`config.mk`:
```
export PLATFORM = sky130hd
export DESIGN_NAME = square_wave_channel_with_decimator_core
export DESIGN_NICKNAME = d
export VERILOG_FILES = /design/src/design/sqwdec_pkg.sv /design/src/design/square_wave_channel_with_decimator_core.sv /design/src/design/sqwdec_chan.sv /design/src/design/sqwdec_decim.sv /design/src/design/sqwdec_out.sv
export SDC_FILE = /design/constraint.sdc
export NUM_CORES = 1
export LEC_CHECK = 0
export BUFFER_PORTS_ARGS = -buffer_cell sky130_fd_sc_hd__buf_2
export CORE_UTILIZATION = 58
export CTS_CLUSTER_SIZE = 14
export DETAILED_ROUTE_END_ITERATION = 8
export GPL_TIMING_DRIVEN = 0
export PLACE_DENSITY = 0.77
export REMOVE_ABC_BUFFERS = 1
export SLEW_MARGIN = 20
export SYNTH_ARGS = -nofsm -noshare
export SYNTH_HDL_FRONTEND = slang
export SYNTH_SLANG_ARGS = --single-unit
```
`constraint.sdc`:
```
create_clock -name aclk -period 3.9 [get_ports aclk]
set_input_delay 0.585 -clock aclk [delete_from_list [all_inputs] [get_ports aclk]]
set_output_delay 0.585 -clock aclk [all_outputs]
set_load 0.01 [all_outputs]
```
`src/design/sqwdec_pkg.sv`:
```
// Shared types, constants and the duty table of the square-wave channel.
`timescale 1ns / 1ps

package sqwdec_pkg;

    // Item kinds carried in s_tuser
    typedef enum logic [1:0] {
        MODE_WRITE = 2'd0,
        MODE_READ  = 2'd1,
        MODE_TICK  = 2'd2
    } mode_t;

    // Register addresses
    localparam logic [15:0] ADDR_CTRL   = 16'h4000;
    localparam logic [15:0] ADDR_TLO    = 16'h4002;
    localparam logic [15:0] ADDR_THI    = 16'h4003;
    localparam logic [15:0] ADDR_STATUS = 16'h4015;

    localparam logic [12:0] AMP_STEP    = 13'd400;
    localparam logic [10:0] MIN_AUDIBLE = 11'd8;

    // Decimator constants, in hundredths of a CPU cycle
    localparam logic [13:0] TICK_STEP           = 14'd100;
    localparam logic [12:0] PERIOD_MIN          = 13'd100;
    localparam logic [12:0] SAMPLE_PERIOD_RESET = 13'd4058;

    // Channel result handed to the output stage
    typedef struct packed {
        logic        read_data;
        logic [13:0] sample;
    } chan_result_t;

    // Duty waveform: bit n of each pattern is step n of the sequence
    function automatic logic duty_level(input logic [1:0] duty, input logic [2:0] phase);
        logic [7:0] pattern;
        case (duty)
            2'd0:    pattern = 8'b0000_0010;
            2'd1:    pattern = 8'b0000_0110;
            2'd2:    pattern = 8'b0001_1110;
            default: pattern = 8'b1111_1001;
        endcase
        return pattern[phase];
    endfunction

endpackage

```
`src/design/square_wave_channel_with_decimator_core.sv`:
```
// Top level of the square-wave channel with output decimator.
//
//  channel  | dir | tdata (low bit up)                        | tuser
//  s_       | in  | address[15:0], write_data[23:16]          | mode[1:0]
//  m_       | out | read_data[0], sample[14:1], zero[15]      | sample_valid[0]
//  cfg_wr_  | in  | sample_period_hundredths[12:0]            | -
//
// One request is accepted per clock while s_tready is high; its result is
// registered and shows in the next cycle. All state updates in the accepting cycle.
// Reset: aresetn low clears all channel state, the decimator and the result
// slot, and loads the sample period with 4058.
// Stalls: a held result blocks new requests only while m_tready is low.
`timescale 1ns / 1ps

module square_wave_channel_with_decimator_core import sqwdec_pkg::*; (
    input  logic        aclk,
    input  logic        aresetn,
    input  logic        cfg_wr_en,
    input  logic [12:0] cfg_wr_data,
    input  logic        s_tvalid,
    output logic        s_tready,
    input  logic [23:0] s_tdata,   // address[15:0], write_data[23:16]
    input  logic [1:0]  s_tuser,   // mode[1:0]
    output logic        m_tvalid,
    input  logic        m_tready,
    output logic [15:0] m_tdata,   // read_data[0], sample[14:1], zero[15]
    output logic [0:0]  m_tuser    // sample_valid[0]
);

    logic         accept;
    logic         fire;
    logic         free;
    chan_result_t result;

    assign s_tready = free;
    assign accept   = s_tvalid && free;

    sqwdec_chan u_chan (
        .aclk       (aclk),
        .aresetn    (aresetn),
        .accept     (accept),
        .mode       (s_tuser),
        .address    (s_tdata[15:0]),
        .write_data (s_tdata[23:16]),
        .result     (result)
    );

    sqwdec_decim u_decim (
        .aclk        (aclk),
        .aresetn     (aresetn),
        .cfg_wr_en   (cfg_wr_en),
        .cfg_wr_data (cfg_wr_data),
        .tick        (accept && (s_tuser == MODE_TICK)),
        .fire        (fire)
    );

    sqwdec_out u_out (
        .aclk     (aclk),
        .aresetn  (aresetn),
        .load     (accept),
        .result   (result),
        .fire     (fire),
        .free     (free),
        .m_tvalid (m_tvalid),
        .m_tready (m_tready),
        .m_tdata  (m_tdata),
        .m_tuser  (m_tuser)
    );

endmodule

```
`src/design/sqwdec_chan.sv`:
```
// Pulse channel registers, period timer, duty sequencer and sample level.
`timescale 1ns / 1ps

module sqwdec_chan import sqwdec_pkg::*; (
    input  logic         aclk,
    input  logic         aresetn,
    input  logic         accept,
    input  logic [1:0]   mode,
    input  logic [15:0]  address,
    input  logic [7:0]   write_data,
    output chan_result_t result
);

    logic [1:0]  duty_reg,    duty_next;
    logic [3:0]  volume_reg,  volume_next;
    logic [10:0] reload_reg,  reload_next;
    logic [10:0] counter_reg, counter_next;
    logic [2:0]  phase_reg,   phase_next;
    logic        enable_reg,  enable_next;

    logic        audible;
    logic [12:0] mag;

    // Register writes and timer step
    always_comb begin
        duty_next    = duty_reg;
        volume_next  = volume_reg;
        reload_next  = reload_reg;
        counter_next = counter_reg;
        phase_next   = phase_reg;
        enable_next  = enable_reg;
        if (accept) begin
            case (mode)
                MODE_WRITE: begin
                    if (address == ADDR_CTRL) begin
                        duty_next   = write_data[7:6];
                        volume_next = write_data[3:0];
                    end else if (address == ADDR_TLO) begin
                        reload_next = {reload_reg[10:8], write_data};
                    end else if (address == ADDR_THI) begin
                        reload_next = {write_data[2:0], reload_reg[7:0]};
                        phase_next  = 3'd0;
                    end else if (address == ADDR_STATUS) begin
                        enable_next = write_data[0];
                        if (!write_data[0]) begin
                            reload_next = 11'd0;
                        end
                    end
                end
                MODE_TICK: begin
                    if (counter_reg != 11'd0) begin
                        counter_next = counter_reg - 11'd1;
                    end else begin
                        counter_next = reload_reg;
                        phase_next   = phase_reg + 3'd1;
                    end
                end
                default: ;
            endcase
        end
    end

    always_ff @(posedge aclk) begin
        if (!aresetn) begin
            duty_reg    <= 2'd0;
            volume_reg  <= 4'd0;
            reload_reg  <= 11'd0;
            counter_reg <= 11'd0;
            phase_reg   <= 3'd0;
            enable_reg  <= 1'b0;
        end else begin
            duty_reg    <= duty_next;
            volume_reg  <= volume_next;
            reload_reg  <= reload_next;
            counter_reg <= counter_next;
            phase_reg   <= phase_next;
            enable_reg  <= enable_next;
        end
    end

    // Status read and signed sample level from the updated phase
    assign audible = enable_reg && (reload_reg > MIN_AUDIBLE);
    assign mag     = 13'(volume_reg) * AMP_STEP;

    always_comb begin
        result.read_data = (mode == MODE_READ) && (address == ADDR_STATUS)
                           && (reload_reg != 11'd0);
        if (!audible) begin
            result.sample = 14'd0;
        end else if (duty_level(duty_reg, phase_next)) begin
            result.sample = {1'b0, mag};
        end else begin
            result.sample = 14'd0 - {1'b0, mag};
        end
    end

    // Disabling the channel clears the period
    a_disable_clears: assert property (@(posedge aclk) disable iff (!aresetn)
        (accept && mode == MODE_WRITE && address == ADDR_STATUS && !write_data[0])
        |=> (reload_reg == 11'd0 && !enable_reg))
        else $error("period not cleared on disable");

    // High period write restarts the duty sequence
    a_thi_phase: assert property (@(posedge aclk) disable iff (!aresetn)
        (accept && mode == MODE_WRITE && address == ADDR_THI) |=> (phase_reg == 3'd0))
        else $error("phase not reset on high period write");

    // A running timer only counts down, the phase holds
    a_tick_count: assert property (@(posedge aclk) disable iff (!aresetn)
        (accept && mode == MODE_TICK && counter_reg != 11'd0)
        |=> (counter_reg == $past(counter_reg) - 11'd1 && $stable(phase_reg)))
        else $error("timer step wrong");

endmodule

```
`src/design/sqwdec_decim.sv`:
```
// Fractional sample decimator counting in hundredths of a CPU cycle.
`timescale 1ns / 1ps

module sqwdec_decim import sqwdec_pkg::*; (
    input  logic        aclk,
    input  logic        aresetn,
    input  logic        cfg_wr_en,
    input  logic [12:0] cfg_wr_data,
    input  logic        tick,
    output logic        fire
);

    logic [12:0] period_reg;
    logic [12:0] accum_reg, accum_next;
    logic [12:0] per;
    logic [13:0] sum;

    // Clamp the period so at most one sample per tick
    assign per = (period_reg < PERIOD_MIN) ? PERIOD_MIN : period_reg;
    assign sum = {1'b0, accum_reg} + TICK_STEP;

    always_comb begin
        fire       = 1'b0;
        accum_next = accum_reg;
        if (tick) begin
            if (sum >= {1'b0, per}) begin
                fire       = 1'b1;
                accum_next = 13'(sum - {1'b0, per});
            end else begin
                accum_next = sum[12:0];
            end
        end
    end

    always_ff @(posedge aclk) begin
        if (!aresetn) begin
            period_reg <= SAMPLE_PERIOD_RESET;
            accum_reg  <= 13'd0;
        end else begin
            if (cfg_wr_en) begin
                period_reg <= cfg_wr_data;
            end
            accum_reg <= accum_next;
        end
    end

endmodule

```
`src/design/sqwdec_out.sv`:
```
// Result register holding one finished request for the master side.
`timescale 1ns / 1ps

module sqwdec_out import sqwdec_pkg::*; (
    input  logic         aclk,
    input  logic         aresetn,
    input  logic         load,
    input  chan_result_t result,
    input  logic         fire,
    output logic         free,
    output logic         m_tvalid,
    input  logic         m_tready,
    output logic [15:0]  m_tdata,
    output logic [0:0]   m_tuser
);

    logic        valid_reg;
    logic        read_reg;
    logic        svalid_reg;
    logic [13:0] sample_reg;

    // Take a new result whenever the slot is empty or being drained
    assign free = !valid_reg || m_tready;

    always_ff @(posedge aclk) begin
        if (!aresetn) begin
            valid_reg <= 1'b0;
        end else if (load) begin
            valid_reg <= 1'b1;
        end else if (m_tready) begin
            valid_reg <= 1'b0;
        end
    end

    // Payload, sample zeroed when no sample is due
    always_ff @(posedge aclk) begin
        if (load) begin
            read_reg   <= result.read_data;
            svalid_reg <= fire;
            sample_reg <= fire ? result.sample : 14'd0;
        end
    end

    assign m_tvalid = valid_reg;
    assign m_tdata  = {1'b0, sample_reg, read_reg};
    assign m_tuser  = svalid_reg;

endmodule
```
Word-level counts from Yosys, hierarchy flattened --
Index checks and enable logic that the tools add are counted.
Word-level totals: memories 0, bits in latches 0, word-level logic and storage cells 83, input port bits 44, flip-flop bits (word level) 75, RAM bits 0, output and inout bits 19, bits in read-only memories 0
Operators by class: equality and inequality tests 11, multipliers 1, bitwise gates (word level) 5, reduce and logical (&&, ||, !) cells 21, divide/modulo/power cells 0, mux-type cells 22, add/subtract/negate cells 5, order comparisons 4, shift operators 0
Operators by type and width (count):
- $eq 16x15->1 const B | 4
- $mux 11 | 4
- $mux 13 | 3
- $pmux 8 s3 | 1
- $reduce_bool 11->1 | 2
- $reduce_and 6->1 | 3
- $mux 8 | 2
- $mux 3 | 5
- $add 13x7->14 const B | 1
- $ge 14x13->1 | 1
- $sub 1x13->14 const A | 1
- $lt 13x7->1 const B | 1
- $sub 13x13->13 | 1
- $gt 11x4->1 const B | 1
- $sub 11x1->11 const B | 1
- $mul 4x5->9 const B | 1
- $ne 2x1->1 const B | 3
- $pmux 3 s2 | 1
- $reduce_bool 2->1 | 3
- $logic_and 1x1->1 | 5
- $mux 1 | 5
- $not 1->1 | 5
- $eq 2x1->1 const B | 2
- $eq 2x2->1 const B | 2
- 9 further kinds | 11

Longest topological paths before layout --
Gate-level depths: netlist of run 1.
word-level depth 9, depth in mapped cells 17, depth with buffers taken out 16

Hierarchy --
Synthesis of run 1 repeated with hierarchy kept, for this count alone.
Unflattened totals: cells, all modules 573, area total of the unflattened synthesis 5004.8 µm²
By module, submodules not included:
- sqwdec_chan | cells an instance 289, times used 1, sequential area each 640.6 µm², area each 2328.5 µm²
- sqwdec_decim | cells an instance 244, times used 1, sequential area each 520.5 µm², area each 2004.4 µm²
- sqwdec_out | cells an instance 38, times used 1, sequential area each 500.5 µm², area each 655.6 µm²
- square_wave_channel_with_decimator_core | cells an instance 2, times used 1, sequential area each 0.0 µm², area each 16.3 µm²

Least setup slack after synthesis of run 1 --
No wires, ideal clock.
path type reg-to-reg, start point register u_decim.accum_reg[2], end point register u_out.sample_reg[7], data pin, setup slack 540 ps, data required time 3766 ps, library setup time 134 ps, cell stages (with the launch flop) 13, clock period less this slack 3360 ps, path buffers 0, arrival time 3226 ps, cell sequence dfxtp_1 ha_1 a21oi_1 a21boi_0 xor2_1 ha_1 nand2_1 nor4_1 nor2_1 o21a_1 nor3_1 or4b_1 nand2_1
On the way: longest elaborated chain between the ends 5
Ends and longest elaborated chain:
- start: declaration | RTL line sqwdec_decim.sv:14 | logic [12:0] accum_reg, accum_next;
- start signal: assignment | RTL line sqwdec_decim.sv:43 | accum_reg <= accum_next;
- $add 13x7->14 | RTL line sqwdec_decim.sv:20 | assign sum = {1'b0, accum_reg} + TICK_STEP;
- $ge 14x13->1 | RTL line sqwdec_decim.sv:26 | if (sum >= {1'b0, per}) begin
- $mux 1 | RTL line sqwdec_decim.sv:26
- $mux 1 | RTL line sqwdec_decim.sv:25 | if (tick) begin
- $reduce_and 2->1 (no line)
- end signal: assignment | RTL line sqwdec_out.sv:40 | sample_reg <= fire ? result.sample : 14'd0;
- end: declaration | RTL line sqwdec_out.sv:20 | logic [13:0] sample_reg;
Every way passes these cells. A chain may end at the register's enable or synchronous reset.

Final worst setup path of run 1 --
start point register u_chan.counter_reg[0], end point register u_out.sample_reg[11], data pin
On the way: longest elaborated chain between the ends 7
Ends and longest elaborated chain:
- start: declaration | RTL line sqwdec_chan.sv:17 | logic [10:0] counter_reg, counter_next;
- start signal: assignment | RTL line sqwdec_chan.sv:75 | counter_reg <= counter_next;
- $reduce_bool 11->1 | RTL line sqwdec_chan.sv:51 | if (counter_reg != 11'd0) begin
- $mux 3 | RTL line sqwdec_chan.sv:51
- $pmux 3 s2 | RTL line sqwdec_chan.sv:33 | case (mode)
- $mux 3 | RTL line sqwdec_chan.sv:32 | if (accept) begin
- $bmux 1 s3 | RTL line sqwdec_pkg.sv:42 | return pattern[phase];
- $mux 1 (implied by the code) | RTL line sqwdec_pkg.sv:42
- $mux 13 | RTL line sqwdec_chan.sv:90 | end else if (duty_level(duty_reg, phase_next)) begin
Every way passes these cells. The select of a mux whose other input is x is not followed.

==> results of run 1 <==
[layout make-up]
cell class,instances,share of cell area
Clock buffer,10,0.0271
Tap cell,99,0.0244
Multi-Input combinational cell,425,0.553
Timing Repair Buffer,59,0.0601
Inverter,34,0.0251
Sequential cell,71,0.304
Clock inverter,5,0.00690
[through the flow]
stage | TNS [ps] | util | hold slack (ps) | cell area [um^2]
6_report | 0 | 0.685 | 455 | 5080
5_1_grt | 0 | 0.685 | 446 | 5080
4_1_cts | 0 | 0.682 | 444 | 5050
3_5_place_dp | -157 | 0.658 | 475 | 4870
3_3_place_gp | -28.5 | 0.654 | 454 | 4850
2_1_floorplan | 0 | - | 440 | 4440
[kinds of logic (layout without fill, tap and decap cells)]
family | after synthesis | after routing | share of synthesized area
other | 1 | 5 | 0.000824
muxes | 22 | 22 | 0.0487
buffers and inverters | 60 | 108 | 0.0564
DFF | 71 | 71 | 0.339
xor gates and xnor gates | 21 | 21 | 0.0404
and+or+nand+nor | 217 | 217 | 0.241
AOI/OAI and AO/OA | 129 | 129 | 0.185
adders and majority gates | 31 | 31 | 0.0885
[power breakdown]
| group | switching [mW] | internal, mW | total [mW] |
|---|---|---|---|
| Clock | 0.283 | 0.244 | 0.528 |
| Combinational | 0.185 | 0.116 | 0.301 |
| Sequential | 0.0191 | 0.769 | 0.788 |
| Total | 0.487 | 1.13 | 1.62 |
[Yosys cell counts (2+ instances only)]
master,number,area (um^2)
nor4b_1,2,17.5
nor3_1,20,100
nor2b_1,10,62.6
a31oi_1,6,37.5
xor2_1,9,78.8
o21a_1,4,30.0
inv_1,34,128
or4_1,2,15.0
nand3_1,14,70.1
buf_4,6,45.0
nand4_1,8,50.1
and2_1,2,12.5
mux2i_1,21,210
a211oi_1,6,45.0
nand2_1,55,206
a21oi_1,30,150
o211ai_1,9,67.6
o21ai_0,31,155
or2_2,6,37.5
a21o_1,4,30.0
nor4_1,13,81.3
o31ai_1,3,22.5
or3_1,11,68.8
a22o_1,2,17.5
xnor2_1,12,105
a21boi_1,3,22.5
ha_1,29,363
or4b_1,2,20.0
nor3b_1,2,15.0
a22oi_1,11,82.6
or4_4,2,22.5
a311oi_1,2,17.5
o311a_1,2,20.0
nor2_1,57,214
edfxtp_1,12,360
o2bb2ai_1,3,26.3
fa_1,2,40.0
and3b_1,2,17.5
dfxtp_1,59,1180
clkbuf_1,18,67.6
a21boi_0,2,15.0
[final timing paths]
kind                                              to                                from  cells after the start  slack, ps
setup / recovery  u_out.sample_reg[11]$_SDFFCE_PN0P_  u_chan.counter_reg[0]$_SDFFE_PN0P_                     10        270
hold / removal    u_decim.period_reg[8]$_SDFFE_PN1P_                      cfg_wr_data[8]                      3        460
setup reg to reg  u_out.sample_reg[11]$_SDFFCE_PN0P_  u_chan.counter_reg[0]$_SDFFE_PN0P_                     10        270
hold reg to reg   u_decim.period_reg[0]$_SDFFE_PN0P_  u_decim.period_reg[0]$_SDFFE_PN0P_                      2        490
[layer usage]
metal / share of wire / vias up / track usage
li1: - / 2091 / -
met1: 0.44 / 1997 / 0.305
met2: 0.49 / 137 / 0.450
met3: 0.044 / 25 / 0.0438
met4: 0.028 / 0 / 0.137
met5: 0 / - / 0
[worst register-to-register path, delay by kind of cell (launching register included)]
family | cells | cell delay (ps)
buffers and inverters | 1 | 60
AND/OR/NAND/NOR | 5 | 2130
flip-flops | 1 | 330
adder cells (fa/ha/maj) | 1 | 190
AO/OA/AOI/OAI | 2 | 340
multiplexers | 1 | 340
[what timing repair did]
action                                  in CTS  in global routing
pin swaps                                    0                  1
gates cloned                                 0                  0
endpoints found under the setup margin       1                 14
resized for setup                            1                  6
==> summary.md, run 1 <==
| Metric | Value |
|---|---|
| Final antenna-violating net count | 0 |
| Fin crit share | 0.930 |
| Synth cell types | 65 |
| Number of remaining DRC errors | 0 |
| Most common cell after layout, fill and taps aside | dfxtp_1 |
| CTS HTree Levels | 3 |
| # fillers | 630 |
| Achievable clock frequency | 276 MHz |
| Placed cell count | a little under 700 |
| Core area | 7410 um^2 |
| CP Cell Sequence | inv_1 -> ha_1 -> or4b_1 -> nor3_4 -> mux2i_1 -> o311a_1 -> a2111oi_0 -> nor4_1 -> nand3_1 -> and3b_1 |
| Startpoint types | flop |
| Post-synth EDFFs | 12 |
| Max VDD drop | 189 uV |
| Main synth FF type | dfxtp_1 |
| Post-synthesis sequential area ratio | 0.339 |
| Final setup vio count | 0 |
| Type of the worst setup path | reg -> reg |
| Layout cells sized above 1 | 0.159 |
| FP Rows | 31 |
| Hold buffers post-CTS | 0 |
| Synthesis-stage register bit count | slightly above 70 |
| Clock Skews | just over 8 ps |
| Cell family with most CP delay | simple AND/OR/NAND/NOR gates |
| Port bufs | between 50 and 60 |
| Status | complete, no violations |
| Mapped Avg Cell Area | 8.24 um^2 |
| Hold Path Class | in -> reg |
| Area grow syn2layout | 11.5% |
| Global-route wire length before repair | between 15000 and 20000 um |
| Global Route Usage Sum | 0.260 |
| Gr ovfl total | 0 |
| Buf+Inv Stages, Crit Path | 1 |
| Post-Route WL | ~10000 um |
| Crit path time final | about 3600 ps |
| Area occupied by multi-input gates | between 2000 and 3000 um^2 |
| Antenna diodes | 0 |
| DR vias/cell | 6.05 |
| Worst-Margin Slew | ~1100 ps |
| Final total power | around 1.6 mW |
| CP arrival | 3740 ps |
| Via count | 4250 |
| Initial DRC count | 181 |
| Worst-Skew Late Latency | 350 ps |
| Num CTS Buffers | 9 |
| Cells after synthesis | 552 |
| Pwr Density | between 300 and 400 nW/um^2 |
| Dpl ws | -157 ps |
| TritonCTS Sinks | 71 |
| Max-slew violations | 0 |
| Crit-path slowest cell | nor4_1 |
| Most frequent cells in the layout | dfxtp_1, buf_2, nand2_1, nor2_1, inv_1 |
| Top Ports | 63 |
| Max incr delay on CP | 780 ps |
| Initial Utilization | 0.614 |
| Die area | 8200 um^2 |
| Post-DP HPWL | roughly 7800 um |
| Max cap viols | 0 |
| Worst Path Max Fanout | 10 |
| Final count of hold timing violations | 0 |
| Antenna violations before repair | 0 |
| CP endpoint kind | flop |
| Final WS setup | 274 ps |
| Nets@finish | approximately 680 |
| GPL Wtd Cong | 0.912 |
| Wirelength per Cell | 14.9 um |
| Leak Pwr | 2.14 nW |
| Reg clk slew, reported paths | 70 ps |
| Asr flop ratio synth | 0 |
| Yosys warnings | 0 |
| CP required | 4010 ps |
| DIE HEIGHT | 90.6 um |
| Post-CTS setup repair buffer count | 0 |
| Layout Cells excl Fill | ~700 |
| Root buf cell | clkbuf_8 |
| Vias in the first global route | 3902 |
| First-pass DRT Iterations | 5 |
| Register Area | 1540 um^2 |
| Clock buffer depth | 2 |
| CTS tree | yes |
| Largest net degree at the start of global routing | 42 |
| Relative slew slack | 0.296 |
| Die W | about 91 um |
| RSZ-0062 raised after global routing | no |
| Mapped Area | 4550 um^2 |
Power figures use the tool's default switching activity.
==> inputs of run 2 (changes only) <==
Settings changed: CELL_PAD_IN_SITES_DETAIL_PLACEMENT set to 0, CELL_PAD_IN_SITES_GLOBAL_PLACEMENT set to 2, CORE_UTILIZATION 58 to 35, PLACE_DENSITY 0.77 to 0.78.
==> run 2 against run 1 <==
Against the previous run:
- power up 19%
- core utilization shrank 27 points
- global-route usage is 7.5 points lower
- fmax shrank 1.0%
- count of clock-buffer cells in the layout rose by 2
- final cell count grew 10%
- first-iteration DRC count increased by 2.2%
- die area grew 64%
- critical path type unchanged
==> summary.md, run 2 (synthesis results as in run 1) <==
| Metric | Value |
|---|---|
| Initial DRC count | 185 (+2.2%) |
| Pwr Density | 362 nW/um^2 (+14%) |
| CP required | 3990 ps (-20 ps) |
| CP endpoint kind | flop |
| Achievable clock frequency | 273 MHz (-1.0%) |
| Gr ovfl total | 0 (unchanged) |
| CP arrival | 3760 ps (+20 ps) |
| Worst-Margin Slew | 995 ps (-57.4 ps) |
| Core area | 12700 um^2 (+71%) |
| Max VDD drop | 200 uV (+5.7%) |
| Max-slew violations | 0 (unchanged) |
| Num CTS Buffers | 9 (unchanged) |
| Status | complete, no violations |
| Number of remaining DRC errors | 0 (unchanged) |
| Post-Route WL | 11500 um (+10%) |
| TritonCTS Sinks | 71 (unchanged) |
| Vias in the first global route | 3865 (-0.95%) |
| Port bufs | 57 (unchanged) |
| Post-CTS setup repair buffer count | 0 (unchanged) |
| Most frequent cells in the layout | dfxtp_1, buf_2, nand2_1 |
| Final design area excluding fillers | 5290 um^2 (+4.2%) |
| Clock buffer depth | 2 (unchanged) |
| First-pass DRT Iterations | 4 (-1) |
| CTS tree | yes |
| Most common cell after layout, fill and taps aside | dfxtp_1 |
| Area grow syn2layout | 16.2% |
| Final count of hold timing violations | 0 (unchanged) |
| Top Ports | 63 (unchanged) |
| Global-route wire length before repair | 19000 um (+10%) |
| Final antenna-violating net count | 0 (unchanged) |
| Wirelength per Cell | 14.9 um (about the same) |
| Clock Skews | 12.5 ps (+4.33 ps) |
| Max cap viols | 0 (unchanged) |
| DR vias/cell | 5.23 (-13%) |
| Startpoint types | flop |
| FP Rows | 41 (+32%) |
| Leak Pwr | 2.19 nW (+2.4%) |
| Post-DP HPWL | 8580 um (+10%) |
| Worst-Skew Late Latency | 350 ps (about the same) |
| Antenna diodes | 0 (unchanged) |
| Layout cells sized above 1 | 0.159 (unchanged) |
| Type of the worst setup path | reg -> reg |
| Die area | 13500 um^2 (+64%) |
| Antenna violations before repair | 0 (unchanged) |
| Hold buffers post-CTS | 0 (unchanged) |
| RSZ-0062 raised after global routing | no |
| Crit path time final | 3660 ps (+37.7 ps) |
| CTS HTree Levels | 3 (unchanged) |
| Via count | 4058 (-4.5%) |
| Final setup vio count | 0 (unchanged) |
| Worst Path Max Fanout | 12 (+2) |
| Post-layout util | 0.417 (-0.268) |
| Die W | 116 um (+28%) |
| Dpl cell area | 4960 um^2 (+1.7%) |
| Worst Reg2Reg Path Length in Cells | 10 (unchanged) |
| Nets@finish | 674 (-0.15%) |
| Relative slew slack | 0.335 (+0.0389) |
| Global Route Usage Sum | 0.184 (-0.0751) |
| Hold Path Class | in -> reg |
| Initial Utilization | 0.359 (-0.255) |
| DIE HEIGHT | 116 um (+28%) |
| Worst reg2reg setup slack | 240 ps (-40 ps) |
| Hold path cells | 3 (unchanged) |
| Total negative setup slack | 0 ps (unchanged) |
| Root buf cell | clkbuf_16 |
| Fin crit share | 0.939 (+0.00967) |
| Reg clk slew, reported paths | 60 ps (about the same) |
| Largest net degree at the start of global routing | 42 (unchanged) |
| GPL Wtd Cong | 0.833 (-8.6%) |
run 2: cell count changes in the layout (fill, tap and decap cells not counted), sizes merged:
cell and delta:
clkinvlp -1, buf -1, clkbuf +2
run 2: stage by stage:
step / worst slack, ps / power [mW] / hold WS, ps / instances
5_1_grt: 11.9 / 2.01 / 446 / 776
6_report: 236 / 1.92 / 452 / 776
3_5_place_dp: -286 / 1.11 / 462 / 760
3_3_place_gp: -252 / 1.10 / 454 / 759
2_1_floorplan: 540 / 1.00 / 440 / 530
4_1_cts: 123 / 1.94 / 438 / 776
run 2: worst paths after layout:
kind	startpoint	to
worst max register to register	u_chan.counter_reg[0]$_SDFFE_PN0P_	u_out.sample_reg[9]$_SDFFCE_PN0P_
worst min-delay path	cfg_wr_data[3]	u_decim.period_reg[3]$_SDFFE_PN1P_
worst max-delay path	u_chan.counter_reg[0]$_SDFFE_PN0P_	u_out.sample_reg[9]$_SDFFCE_PN0P_
worst min register to register	u_chan.counter_reg[1]$_SDFFE_PN0P_	u_chan.counter_reg[1]$_SDFFE_PN0P_
run 2: critical path, cell delays in order, from the launching register on:
cell       delay (ps)
dfxtp_1           340
inv_1              70
ha_1              190
or4b_1            550
nor3_4            440
mux2i_1           340
o311a_1           250
a2111oi_0         110
or4_4             610
or3_1             360
and3_1            160
run 2: what timing repair did:
action / 4_1_cts / 5_1_grt
endpoints found under the setup margin: 10 / 17
pin swaps: 0 / 1
gates resized for setup: 3 / 4
run 2: per-layer routing:
layer,vias to the layer above,routed length [um],GRT usage
li1,2078,-,-
met1,1901,5580,0.232
met2,61,5380,0.306
met3,18,381,0.0424
met4,0,193,0.0709
met5,-,0,0
run 2: where the power goes:
group          internal, mW  switching, mW  leakage, nW
Clock                 0.487          0.338        0.148
Combinational         0.115          0.187         1.44
Sequential            0.770         0.0189        0.601
run 2: layout make-up:
cell class / count / area, um^2
clock buffer: 12 / 268
clock inverter: 4 / 27.5
fill: 1328 / 7380
inverter: 34 / 128
multi-input combinational: 425 / 2810
sequential: 71 / 1540
tap: 172 / 215
timing repair buffer: 58 / 297
==> inputs of run 3 (changes only) <==
Settings changed: CORE_ASPECT_RATIO set to 1.75.
==> run 3 against run 2 <==
Against the previous run:
- combinational power up 11%
- largest power group unchanged
- global-route usage is 0.72 points higher
- flip-flop and latch count is the same
- count of clock-buffer cells in the layout decreased by 2
- clock skew decreased by 5.2 ps
- fmax rose by 1.1%
- wire length is 6.7% higher
- critical path type unchanged
- final cell count decreased by 0.26%
- sequential power is essentially flat
==> summary.md, run 3 (synthesis results as in run 1) <==
| Metric | Value |
|---|---|
| Cell-internal power | 1.41 mW (+2.8%) |
| Final design area excluding fillers | 5340 um^2 (+0.97%) |
| Final setup vio count | 0 (unchanged) |
| FP Rows | 54 (+32%) |
| Final antenna-violating net count | 0 (unchanged) |
| Via count | 4185 (+3.1%) |
| Worst-Skew Late Latency | 330 ps (-20 ps) |
| Post-Route WL | 12300 um (+6.7%) |
| Layout Cells excl Fill | 774 (-0.26%) |
| Clock buffer depth | 2 (unchanged) |
| P_sw | 528 uW (-3.1%) |
| Max incr delay on CP | 470 ps (-140 ps) |
| Antenna violations before repair | 0 (unchanged) |
| Pwr Density | 363 nW/um^2 (+0.14%) |
| Crit Reg-Reg Endpoint | u_decim.accum_reg[9]$_SDFFE_PN0P_ |
| Switching share of power | 0.272 (-0.0118) |
| Clock Skews | 7.36 ps (-5.18 ps) |
| Global Route Usage Sum | 0.192 (+0.00721) |
| Worst Reg2Reg Path Length in Cells | 16 (+6) |
| Root buf cell | clkbuf_16 |
| Core area | 12600 um^2 (-0.82%) |
| Met3 wire length | 298 um (-22%) |
| Relative slew slack | 0.305 (-0.0300) |
| RSZ-0062 raised after global routing | no |
| CP required | 4160 ps (+170 ps) |
| Max-slew violations | 0 (unchanged) |
| Crit-path slowest cell | or2_2 |
| Initial Utilization | 0.362 (+0.00297) |
| Largest net degree at the start of global routing | 40 (-4.8%) |
| Most common cell after layout, fill and taps aside | dfxtp_1 |
| Cell family with most CP delay | simple AND/OR/NAND/NOR gates |
| Dpl cell area | 4980 um^2 (+0.45%) |
| Top Ports | 63 (unchanged) |
| CP arrival | 3890 ps (+130 ps) |
| Clk pwr share | 0.419 (-0.012) |
| DR WL met2 | 6780 um (+26%) |
| DR vias/cell | 5.41 (+3.4%) |
| Reg clk slew, reported paths | 60 ps (about the same) |
| Fin Hold WS | 463 ps (+10.7 ps) |
| Reg power frac | 0.408 (-0.003) |
| Antenna diodes | 0 (unchanged) |
| TritonCTS Sinks | 71 (unchanged) |
| Worst reg2reg setup slack | 270 ps (+40 ps) |
| Num CTS Buffers | 9 (unchanged) |
| Setup crit end | u_decim.accum_reg[9]$_SDFFE_PN0P_ |
| Crit path depth | 16 (+6) |
| Vias in the first global route | 4082 (+5.6%) |
| Type of the worst setup path | reg -> reg |
| Met1 wire length | 4860 um (-13%) |
| Port bufs | 57 (unchanged) |
| Worst-Margin Slew | 1040 ps (+44.8 ps) |
| Area grow syn2layout | 17.3% |
| DIE HEIGHT | 153 um (+32%) |
| Placed cell count | 758 (-0.26%) |
| Die W | 88.2 um (-24%) |
| Critical path origin | u_decim.period_reg[12]$_SDFFE_PN0P_ |
| Gr ovfl total | 0 (unchanged) |
| CTS tree | yes |
| Final count of hold timing violations | 0 (unchanged) |
| Post-DP HPWL | 9420 um (+9.8%) |
| Final total power | 1.94 mW (+1.1%) |
| Leak Pwr | 2.22 nW (+1.3%) |
| Worst Path Max Fanout | 12 (unchanged) |
| Nets@finish | 678 (+0.59%) |
| Hold buffers post-CTS | 0 (unchanged) |
| Global-route wire length before repair | 19700 um (+3.8%) |
| CP Cell Sequence | inv_1 -> nand4_1 -> nor3_2 -> nand2_1 -> and2_1 -> ha_1 -> inv_1 -> fa_1 -> a21o_1 -> a21oi_1 -> o211ai_1 -> a21oi_1 -> o21a_1 -> or2_2 -> or3_1 -> a21oi_1 |
| Max cap viols | 0 (unchanged) |
| # fillers | 1321 (-0.53%) |
| Status | complete, no violations |
| GPL Wtd Cong | 0.822 (-1.3%) |
| First-pass DRT Iterations | 4 (unchanged) |
| Highest metal used | met4 |
| Initial DRC count | 144 (-22%) |
| Worst r2r src | u_decim.period_reg[12]$_SDFFE_PN0P_ |
| Startpoint types | flop |
| Number of remaining DRC errors | 0 (unchanged) |
| Achievable clock frequency | 276 MHz (+1.1%) |
| Hold Path Class | in -> reg |
| Most common cell type on the critical path | a21oi_1 |
| Max VDD drop | 178 uV (-11%) |
| Logic pwr share | 0.174 (+0.016) |
| Layout cells sized above 1 | 0.167 (+0.00773) |
| CTS HTree Levels | 3 (unchanged) |
| CP endpoint kind | flop |
| Most frequent cells in the layout | dfxtp_1, buf_2, nand2_1 |
| Die area | 13500 um^2 (+0.13%) |
| Buf+Inv Stages, Crit Path | 2 (+1) |
| Crit path time final | 3630 ps (-38.2 ps) |
| Total negative setup slack | 0 ps (unchanged) |
| Wirelength per Cell | 15.9 um (+7.0%) |
| Fin crit share | 0.930 (-0.00980) |
==> run 3: changes by cell type in the layout (fill, tap and decap cells not counted), sizes merged <==
cell / change
clkbuf: -2
clkinv: -2
bufinv: +1
inv: +1
buf: +4
==> run 3: worst min path at each step <==
stage / start / end / slack, ps / cells after the start
global route: cfg_wr_data[10] / u_decim.period_reg[10]$_SDFFE_PN1P_ / 460 / 3
floorplan: u_decim.period_reg[1]$_SDFFE_PN1P_ / u_decim.period_reg[1]$_SDFFE_PN1P_ / 440 / 2
CTS: cfg_wr_data[10] / u_decim.period_reg[10]$_SDFFE_PN1P_ / 450 / 3
detailed placement: u_chan.counter_reg[1]$_SDFFE_PN0P_ / u_chan.counter_reg[1]$_SDFFE_PN0P_ / 470 / 2
global placement: u_chan.counter_reg[1]$_SDFFE_PN0P_ / u_chan.counter_reg[1]$_SDFFE_PN0P_ / 460 / 2
finish: cfg_wr_data[10] / u_decim.period_reg[10]$_SDFFE_PN1P_ / 460 / 3
==> run 3: through the flow <==
stage / worst slack [ps] / util
5_1_grt: 47.1 / 0.425
6_report: 274 / 0.425
3_5_place_dp: -335 / 0.396
2_1_floorplan: 540 / -
4_1_cts: 29.7 / 0.420
3_3_place_gp: -329 / 0.392
==> run 3: power by group through the flow <==
stage | combinational (mW) | clock [mW] | sequential, mW
after floorplan | 0.198 | 0 | 0.803
after global placement | 0.307 | 0 | 0.804
after detailed placement | 0.314 | 0 | 0.805
after CTS | 0.316 | 0.831 | 0.789
after global routing | 0.371 | 0.862 | 0.793
final | 0.336 | 0.812 | 0.790
==> run 3: layer usage <==
layer  track usage  vias to the layer above
li1              -                     2086
met1         0.202                     1999
met2         0.356                       79
met3        0.0346                       21
met4        0.0853                        0
met5             0                        -
==> run 3: layout make-up <==
cell class              instances  area [um^2]  share of cell area
well taps                     168          210              0.0394
clock inverters                 4         46.3             0.00867
clock buffers                  10          239              0.0448
inverters                      34          128              0.0239
multi-input cells             425         2830               0.529
flip-flops and latches         71         1540               0.289
repair buffers                 62          349              0.0654
==> run 3: worst min-delay path, stage by stage <==
cell      delay [ps]
buf_2             70
nand2_1           40
o211ai_1          60
==> run 3: what timing repair did <==
action                                 CTS  global route
resized for setup                        3             7
setup endpoints to repair               16            11
setup buffers                            0             2
pin swaps                                0             1
endpoints found under the hold margin    0             0
